<file path="config.mk">
export PLATFORM = sky130hd
export DESIGN_NAME = hex_wildcard_pattern_packer_core
export DESIGN_NICKNAME = d
export VERILOG_FILES = /design/src/hwpp_pkg.sv /design/src/hwpp_parse.sv /design/src/hwpp_outq.sv /design/src/hex_wildcard_pattern_packer_core.sv
export SDC_FILE = /design/constraint.sdc
export NUM_CORES = 1
export LEC_CHECK = 0
export ABC_CLOCK_PERIOD_IN_PS = 5700
export BUFFER_PORTS_ARGS = -buffer_cell sky130_fd_sc_hd__clkbuf_2
export CAP_MARGIN = 20
export CELL_PAD_IN_SITES_DETAIL_PLACEMENT = 0
export CELL_PAD_IN_SITES_GLOBAL_PLACEMENT = 2
export CORE_UTILIZATION = 43
export DETAILED_ROUTE_END_ITERATION = 7
export PLACE_DENSITY_LB_ADDON = 0.1
export SLEW_MARGIN = 0
export SYNTH_ARGS = -nofsm -noshare
export SYNTH_HDL_FRONTEND = slang
export SYNTH_HIERARCHICAL = 1
export SYNTH_SLANG_ARGS = --single-unit
</file>
<file path="constraint.sdc">
create_clock -name clk -period 5.7 [get_ports clk]
set_clock_uncertainty 0.1 [all_clocks]
set_input_delay 0 -clock clk [delete_from_list [all_inputs] [get_ports clk]]
set_output_delay 0 -clock clk [all_outputs]
set_load 0.05 [all_outputs]
</file>
<file path="src/hwpp_pkg.sv">
// Shared types, codes and character helpers for the hex wildcard pattern packer.
package hwpp_pkg;

  // Default width of the saturating wildcard counters.
  localparam int unsigned CNT_BITS_DEF = 16;

  // Depth of the result queue and its index width.
  localparam int unsigned OQ_DEPTH = 4;
  localparam int unsigned OQ_AW    = $clog2(OQ_DEPTH);

  // Result kinds.
  localparam logic KIND_BYTE   = 1'b0;
  localparam logic KIND_REPORT = 1'b1;

  // Report status codes, also used as the sticky error code.
  localparam logic [2:0] ST_OK       = 3'd0;
  localparam logic [2:0] ST_HALF_WC  = 3'd1;
  localparam logic [2:0] ST_ODD_NIB  = 3'd2;
  localparam logic [2:0] ST_EMPTY    = 3'd3;
  localparam logic [2:0] ST_BAD_CHAR = 3'd4;

  // Characters with a meaning of their own.
  localparam logic [7:0] CH_QUERY = 8'h3F;
  localparam logic [7:0] CH_SPACE = 8'h20;

  // One input word: a pattern character.
  typedef struct packed {
    logic [7:0] char_code;
    logic       final_char;
  } in_word_t;

  // One result word: a concrete byte or the final report.
  typedef struct packed {
    logic        kind;
    logic [7:0]  byte_value;
    logic [15:0] gap_before;
    logic [15:0] lead_skip;
    logic [2:0]  status;
    logic        end_of_run;
  } out_word_t;

  // Results made by one character, first one first.
  typedef struct packed {
    logic [1:0] n;
    out_word_t  first;
    out_word_t  second;
  } parse_res_t;

  // Whitespace: tab through carriage return, and space.
  function automatic logic is_blank(input logic [7:0] c);
    return (c == CH_SPACE) || (c inside {[8'd9:8'd13]});
  endfunction

  // Hex digit decode: bit 4 is set for a digit, bits 3:0 hold its value.
  function automatic logic [4:0] hex_value(input logic [7:0] c);
    logic [7:0] d;
    d = 8'd0;
    if (c inside {["0":"9"]}) begin
      d = c - 8'h30;
      return {1'b1, d[3:0]};
    end else if (c inside {["a":"f"]}) begin
      d = c - 8'h57;
      return {1'b1, d[3:0]};
    end else if (c inside {["A":"F"]}) begin
      d = c - 8'h37;
      return {1'b1, d[3:0]};
    end
    return 5'd0;
  endfunction

endpackage

</file>
<file path="src/hwpp_parse.sv">
// Per-character parser: pattern state registers and the next-state and result logic.
module hwpp_parse #(
  parameter int unsigned COUNT_BITS = hwpp_pkg::CNT_BITS_DEF
) (
  input  logic                 clk,
  input  logic                 rst_n,
  input  logic                 step,
  input  hwpp_pkg::in_word_t   in_word,
  output hwpp_pkg::parse_res_t res
);
  import hwpp_pkg::*;

  localparam logic [COUNT_BITS-1:0] CNT_MAX = {COUNT_BITS{1'b1}};
  localparam int unsigned EXT_W = (COUNT_BITS > 16) ? COUNT_BITS : 16;

  // Saturating increment of a wildcard counter.
  function automatic logic [COUNT_BITS-1:0] sat_inc(input logic [COUNT_BITS-1:0] v);
    return (v == CNT_MAX) ? v : v + 1'b1;
  endfunction

  // Counter value clipped to the 16-bit result field.
  function automatic logic [15:0] out16(input logic [COUNT_BITS-1:0] v);
    logic [EXT_W-1:0] e;
    e = EXT_W'(v);
    return (e > EXT_W'(17'h0FFFF)) ? 16'hFFFF : e[15:0];
  endfunction

  // Pattern state.
  logic                  lnn_r, lnn_nxt;     // low nibble expected next
  logic [3:0]            hi_r, hi_nxt;       // high nibble held
  logic                  qh_r, qh_nxt;       // second '?' awaiting next character
  logic                  pw_r, pw_nxt;       // last character was a byte-start '?'
  logic                  seen_r, seen_nxt;   // a concrete byte has been emitted
  logic [COUNT_BITS-1:0] lead_r, lead_nxt;
  logic [COUNT_BITS-1:0] gap_r, gap_nxt;
  logic [2:0]            err_r, err_nxt;

  logic       blank;
  logic [4:0] hv;
  logic       handled;
  out_word_t  byte_w;
  out_word_t  rep_w;
  logic [2:0] st;

  // Next state and results for the character in the input register.
  always_comb begin
    lnn_nxt  = lnn_r;
    hi_nxt   = hi_r;
    qh_nxt   = qh_r;
    pw_nxt   = pw_r;
    seen_nxt = seen_r;
    lead_nxt = lead_r;
    gap_nxt  = gap_r;
    err_nxt  = err_r;
    blank    = is_blank(in_word.char_code);
    hv       = hex_value(in_word.char_code);
    handled  = 1'b0;
    byte_w   = '0;
    rep_w    = '0;
    st       = ST_OK;
    res      = '0;

    // A held second '?' is absorbed by whitespace, else it is a wildcard itself.
    if (err_r == ST_OK && qh_r) begin
      qh_nxt = 1'b0;
      if (blank) begin
        pw_nxt  = 1'b0;
        handled = 1'b1;
      end else begin
        if (seen_r) gap_nxt = sat_inc(gap_r);
        else lead_nxt = sat_inc(lead_r);
        pw_nxt = 1'b1;
      end
    end

    // Regular character handling.
    if (err_r == ST_OK && !handled) begin
      if (blank) begin
        pw_nxt = 1'b0;
      end else if (in_word.char_code == CH_QUERY) begin
        if (lnn_r) begin
          err_nxt = ST_HALF_WC;
        end else if (pw_nxt) begin
          qh_nxt = 1'b1;
          pw_nxt = 1'b0;
        end else begin
          if (seen_r) gap_nxt = sat_inc(gap_nxt);
          else lead_nxt = sat_inc(lead_nxt);
          pw_nxt = 1'b1;
        end
      end else begin
        pw_nxt = 1'b0;
        if (!hv[4]) begin
          err_nxt = ST_BAD_CHAR;
        end else if (!lnn_r) begin
          hi_nxt  = hv[3:0];
          lnn_nxt = 1'b1;
        end else begin
          byte_w.kind       = KIND_BYTE;
          byte_w.byte_value = {hi_r, hv[3:0]};
          byte_w.gap_before = seen_r ? out16(gap_nxt) : 16'd0;
          res.first         = byte_w;
          res.n             = 2'd1;
          seen_nxt          = 1'b1;
          gap_nxt           = '0;
          lnn_nxt           = 1'b0;
        end
      end
    end

    // Final character: report, then back to the reset state.
    if (in_word.final_char) begin
      if (err_nxt != ST_OK) st = err_nxt;
      else if (lnn_nxt) st = ST_ODD_NIB;
      else if (!seen_nxt) st = ST_EMPTY;
      else st = ST_OK;
      rep_w.kind       = KIND_REPORT;
      rep_w.lead_skip  = out16(lead_nxt);
      rep_w.status     = st;
      rep_w.end_of_run = 1'b1;
      if (res.n == 2'd0) res.first = rep_w;
      else res.second = rep_w;
      res.n    = res.n + 2'd1;
      lnn_nxt  = 1'b0;
      hi_nxt   = 4'd0;
      qh_nxt   = 1'b0;
      pw_nxt   = 1'b0;
      seen_nxt = 1'b0;
      lead_nxt = '0;
      gap_nxt  = '0;
      err_nxt  = ST_OK;
    end
  end

  // State registers advance once per processed character.
  always_ff @(posedge clk) begin
    if (!rst_n) begin
      lnn_r  <= 1'b0;
      hi_r   <= 4'd0;
      qh_r   <= 1'b0;
      pw_r   <= 1'b0;
      seen_r <= 1'b0;
      lead_r <= '0;
      gap_r  <= '0;
      err_r  <= ST_OK;
    end else if (step) begin
      lnn_r  <= lnn_nxt;
      hi_r   <= hi_nxt;
      qh_r   <= qh_nxt;
      pw_r   <= pw_nxt;
      seen_r <= seen_nxt;
      lead_r <= lead_nxt;
      gap_r  <= gap_nxt;
      err_r  <= err_nxt;
    end
  end

endmodule

</file>
<file path="src/hwpp_outq.sv">
// Result queue: takes up to two words per cycle and hands out one word at a time.
module hwpp_outq (
  input  logic                       clk,
  input  logic                       rst_n,
  input  logic                       push,
  input  hwpp_pkg::parse_res_t       res,
  output logic [hwpp_pkg::OQ_AW:0]   cnt,
  output logic                       out_valid,
  input  logic                       out_ready,
  output hwpp_pkg::out_word_t        out_data
);
  import hwpp_pkg::*;

  out_word_t        mem [OQ_DEPTH];
  logic [OQ_AW-1:0] wr_r, wr_nxt;
  logic [OQ_AW-1:0] rd_r, rd_nxt;
  logic [OQ_AW:0]   cnt_r, cnt_nxt;
  logic [1:0]       n_push;
  logic             pop;

  assign n_push    = push ? res.n : 2'd0;
  assign out_valid = (cnt_r != '0);
  assign pop       = out_valid && out_ready;
  assign out_data  = mem[rd_r];
  assign cnt       = cnt_r;

  // Pointer and fill-count arithmetic.
  always_comb begin
    wr_nxt  = wr_r + OQ_AW'(n_push);
    rd_nxt  = rd_r + OQ_AW'(pop);
    cnt_nxt = cnt_r + (OQ_AW+1)'(n_push) - (OQ_AW+1)'(pop);
  end

  // Storage writes: first word at the write pointer, second just after it.
  always_ff @(posedge clk) begin
    if (n_push != 2'd0) mem[wr_r] <= res.first;
    if (n_push == 2'd2) mem[wr_r + OQ_AW'(1)] <= res.second;
  end

  always_ff @(posedge clk) begin
    if (!rst_n) begin
      wr_r  <= '0;
      rd_r  <= '0;
      cnt_r <= '0;
    end else begin
      wr_r  <= wr_nxt;
      rd_r  <= rd_nxt;
      cnt_r <= cnt_nxt;
    end
  end

endmodule

</file>
<file path="src/hex_wildcard_pattern_packer_core.sv">
// Top level of the hex wildcard pattern packer: input register, parser and result queue.
// Flow: a character is registered on acceptance and its words enter the result
// queue when the parser processes the held character; words are offered from the queue.
// Throughput: one character per cycle; the parser waits only while the four-word
// result queue has fewer than two free entries, i.e. when the output side stalls.
// Reset: rst_n is synchronous and active low; it empties the pipeline and queue
// and returns the parser to the start of a new pattern.
module hex_wildcard_pattern_packer_core #(
  parameter int unsigned COUNT_BITS = hwpp_pkg::CNT_BITS_DEF
) (
  input  logic                clk,
  input  logic                rst_n,
  input  logic                in_valid,
  output logic                in_ready,
  input  hwpp_pkg::in_word_t  in_data,
  output logic                out_valid,
  input  logic                out_ready,
  output hwpp_pkg::out_word_t out_data
);
  import hwpp_pkg::*;

  logic           in_v_r, in_v_nxt;
  in_word_t       in_word_r;
  logic           adv;
  parse_res_t     res;
  logic [OQ_AW:0] q_cnt;

  // The held word is processed when the queue has room for two results.
  assign adv      = in_v_r && (q_cnt <= (OQ_AW+1)'(OQ_DEPTH - 2));
  assign in_ready = !in_v_r || adv;
  assign in_v_nxt = (in_valid && in_ready) || (in_v_r && !adv);

  // Input register.
  always_ff @(posedge clk) begin
    if (!rst_n) begin
      in_v_r <= 1'b0;
    end else begin
      in_v_r <= in_v_nxt;
    end
  end

  always_ff @(posedge clk) begin
    if (in_valid && in_ready) in_word_r <= in_data;
  end

  hwpp_parse #(
    .COUNT_BITS(COUNT_BITS)
  ) u_parse (
    .clk     (clk),
    .rst_n   (rst_n),
    .step    (adv),
    .in_word (in_word_r),
    .res     (res)
  );

  hwpp_outq u_outq (
    .clk       (clk),
    .rst_n     (rst_n),
    .push      (adv),
    .res       (res),
    .cnt       (q_cnt),
    .out_valid (out_valid),
    .out_ready (out_ready),
    .out_data  (out_data)
  );

  // Two results from one character are a concrete byte followed by the report.
  a_pair_order: assert property (@(posedge clk) disable iff (!rst_n)
    (adv && res.n == 2'd2) |-> (res.first.kind == KIND_BYTE &&
                                res.second.kind == KIND_REPORT))
    else $error("two results not ordered byte then report");

  // A report is produced exactly when the final character is processed.
  a_report_on_final: assert property (@(posedge clk) disable iff (!rst_n)
    adv |-> ((res.n != 2'd0 &&
              (res.n == 2'd2 ? res.second.kind : res.first.kind) == KIND_REPORT)
             == in_word_r.final_char))
    else $error("final report does not match final character");

  // The queue never overfills.
  a_queue_bound: assert property (@(posedge clk) disable iff (!rst_n)
    q_cnt <= (OQ_AW+1)'(OQ_DEPTH))
    else $error("result queue overflow");

  // A stalled input means a held word waiting on a nearly full queue.
  a_stall_cause: assert property (@(posedge clk) disable iff (!rst_n)
    !in_ready |-> (in_v_r && q_cnt > (OQ_AW+1)'(OQ_DEPTH - 2)))
    else $error("input stalled without cause");

endmodule

</file>
==> results.yml <==
clock_tree:
  clkSlewWorstSetupHoldPaths_ns: 0.06
  cts_buffer_depth: 3
  cts_buffers: 28
  cts_tree: "built"
  h-tree-depth: 1
  ctsRootBufferMaster: "clkbuf_16"
  insertion_delay_ns: 0.56
  cts_sinks: 240
synth:
  ys_ff_latch: 240
  yosysTopAreaCell: "edfxtp_1"
  synth_cell_types: 88
  syn_area_um2: 14320
  ys_top_cells_by_area: "edfxtp_1, mux2_2, dfxtp_1"
  ys_warn_count: 6
  synthCells: 1206
  synth_top_cell_area_share: 0.3962
  synth_area_per_cell_um2: 11.88
  synthFlopType: "edfxtp_1"
  ys_async_sr_fraction: 0
  ys_seq_area_frac: 0.4675
  synth-edff-count: 189
routing:
  firstDrtPassIters: 5
  routed_wl_mm: 37.92
  drc_errors: 0
  viasPerCell: 5.699
  via_count: 9813
  wl_per_cell_um: 22.02
  drt_iter0_markers: 694
  ant_nets: 0
global_routing:
  gr-total-overflow: 0
  grt_pass1_vias: 9638
  grt_max_degree: 46
  antenna_found_initial: 0
  grt_usage: 0.2268
  grt_pass1_wl_mm: 58.46
worst_setup_path:
  worstPathRequired_ns: 5.91
  r2r_setup_slack_ns: 0.99
  worstSetupStartpointType: "register"
  r2r_cells: 15
  crit_fanout: 8
  critical_path_class: "register to register"
  worstPathArrival_ns: 4.92
  critPathCaptureType: "register"
floorplanning:
  start_util: 0.4391
  die_w_um: 184.5
  core_um2: 32620
  num_rows: 66
  dieArea_um2: 34050
  pin_count: 60
  die_h_um: 184.5
timing:
  drv_slew: 0
  max_freq_ghz: 0.2122
  grt_setup_unrepaired: "no"
  fin_crit_ns: 4.711
  timing.final.crit_share: 0.8266
  relSlewSlack: 0.3462
  setup_viol: 0
  tns_ns: 0
  tightest_slew_ns: 0.9807
  finalHoldViolCount: 0
final_layout:
  num-nets-final: 1286
  antennaDiodeCount: 0
  final_cell_mix: "edfxtp_1, mux2_2, nor2_1, nand2_1, clkbuf_2"
  syn2layout_area_growth_pct: 11.65
  drive_gt1_frac: 0.2984
  mostFrequentLayoutCell: "edfxtp_1"
power:
  powerDensity_nw_per_um2: 304.7
  max-vdd-ir-drop_v: 0.0002276
  power_mw: 4.872
  p_leak_nw: 5.604
placement:
  gp_congestion: 0.8215
  port_buffers: 59
  dp_hpwl_mm: 24.43
outcome:
  status: "completed"
hold_path:
  whs_path_depth: 2
  hp-class: "input pin to register"
flow_run:
  maxCapViolations: 0
-- through the flow --
stage | utilization | std cells | cell area [um^2] | setup WS, ns | hold WS, ns
4_1_cts | 0.4901 | 1721 | 15990 | 0.9842 | 0.03783
3_3_place_gp | 0.4575 | 1655 | 14920 | 1.084 | 0.08126
5_1_grt | 0.4903 | 1722 | 15990 | 0.6773 | 0.05339
3_5_place_dp | 0.4575 | 1655 | 14920 | 1.007 | 0.07946
6_report | 0.4903 | 1722 | 15990 | 0.9885 | 0.06726
2_1_floorplan | - | 1229 | 14410 | 0.9893 | -0.001131
-- synth_stat cells, drive strengths merged, types with 5 or more instances --
library cell / number
mux2: 184
nand2b: 9
a21o: 6
xnor2: 26
dfxtp: 51
xor2: 8
clkbuf: 41
o31ai: 7
a31oi: 8
mux4: 45
buf: 60
o21ai: 48
mux2i: 10
o22ai: 5
nor2b: 5
o211ai: 8
and2: 25
nor4: 17
or3: 9
nor3: 23
nor2: 108
inv: 25
nand4: 21
and3: 17
a211o: 5
nand3: 33
or4: 6
o41ai: 5
edfxtp: 189
nand2: 87
a211oi: 8
nand4b: 7
a21oi: 24
ha: 14
-- timing repair --
item                                   4_1_cts  5_1_grt
endpoints found under the hold margin       39        0
resized for setup                            0        0
hold buffers                                14        0
buffers inserted                             0        0
-- power by group --
part,leakage (nW),internal [mW],switching (mW)
logic,3.05,0.352,0.716
clock network,0.444,1.06,0.737
registers,2.11,1.93,0.0846
-- worst paths after layout --
path,endpoint,startpoint
worst max-delay path,u_outq/mem[0][5],in_word_r[1]
worst min-delay path,in_word_r[6],in_data[6]
worst max register to register,u_outq/mem[0][5],in_word_r[1]
worst min register to register,u_parse/gap_r[5],u_parse/gap_r[5]
-- cells by family (layout without fill, tap and decap cells) --
| group | count (synthesis) | in the layout | share of synthesized area |
|---|---|---|---|
| compound gates | 167 | 167 | 0.07984 |
| mux | 239 | 239 | 0.2329 |
| simple gates | 384 | 384 | 0.1392 |
| xor+xnor | 34 | 34 | 0.02079 |
| buf+inv | 126 | 177 | 0.04595 |
| flops | 240 | 240 | 0.4675 |
| fa+ha+maj | 15 | 15 | 0.01363 |
| other cells | 1 | 24 | 0.0002618 |
-- sequential cells by signal, summed over array words and instances (netlist names) --
signal          flops
u_parse/hi_r        4
u_parse/lnn_r       1
u_parse/seen_r      1
u_parse/qh_r        1
in_word_r           9
u_outq/rd_r         2
u_parse/pw_r        1
u_parse/lead_r     16
u_outq/cnt          3
u_parse/gap_r      16
u_parse/err_r       3
u_outq/wr_r         2
in_v_r              1
u_outq/mem        180
-- cell type report --
type	count	area, um^2
fill	2953	16630
clock buffer	36	740.7
clock inverter	16	182.7
multi-input combinational	863	7083
sequential	240	6701
timing repair buffer	100	638.1
inverter	25	93.84
tap	442	553.0
-- critical path, cell delays in order (launching register included) --
cell and delay [ns]:
edfxtp_1 0.44, inv_1 0.09, ha_1 0.20, and4bb_2 0.29, a211oi_1 0.31, nand2_1 0.25
nor2_1 0.52, xnor2_1 0.21, inv_1 0.10, ha_1 0.26, o211ai_1 0.21, nor2_1 0.19
a21oi_2 0.30, mux2i_1 0.50, nor2_1 0.16, mux2_2 0.30
-- metal layers --
layer  up-vias  share of wire  wire length (um)  global-route usage
met4         0          0.019               703             0.05133
met2       222           0.45             16950              0.3546
met5         -              0                 0                   0
met3        44          0.047              1786             0.03280
li1       4684              -                 -                   -
met1      4863           0.49             18480              0.3311
Note: power is estimated with default switching activity, not from simulation.
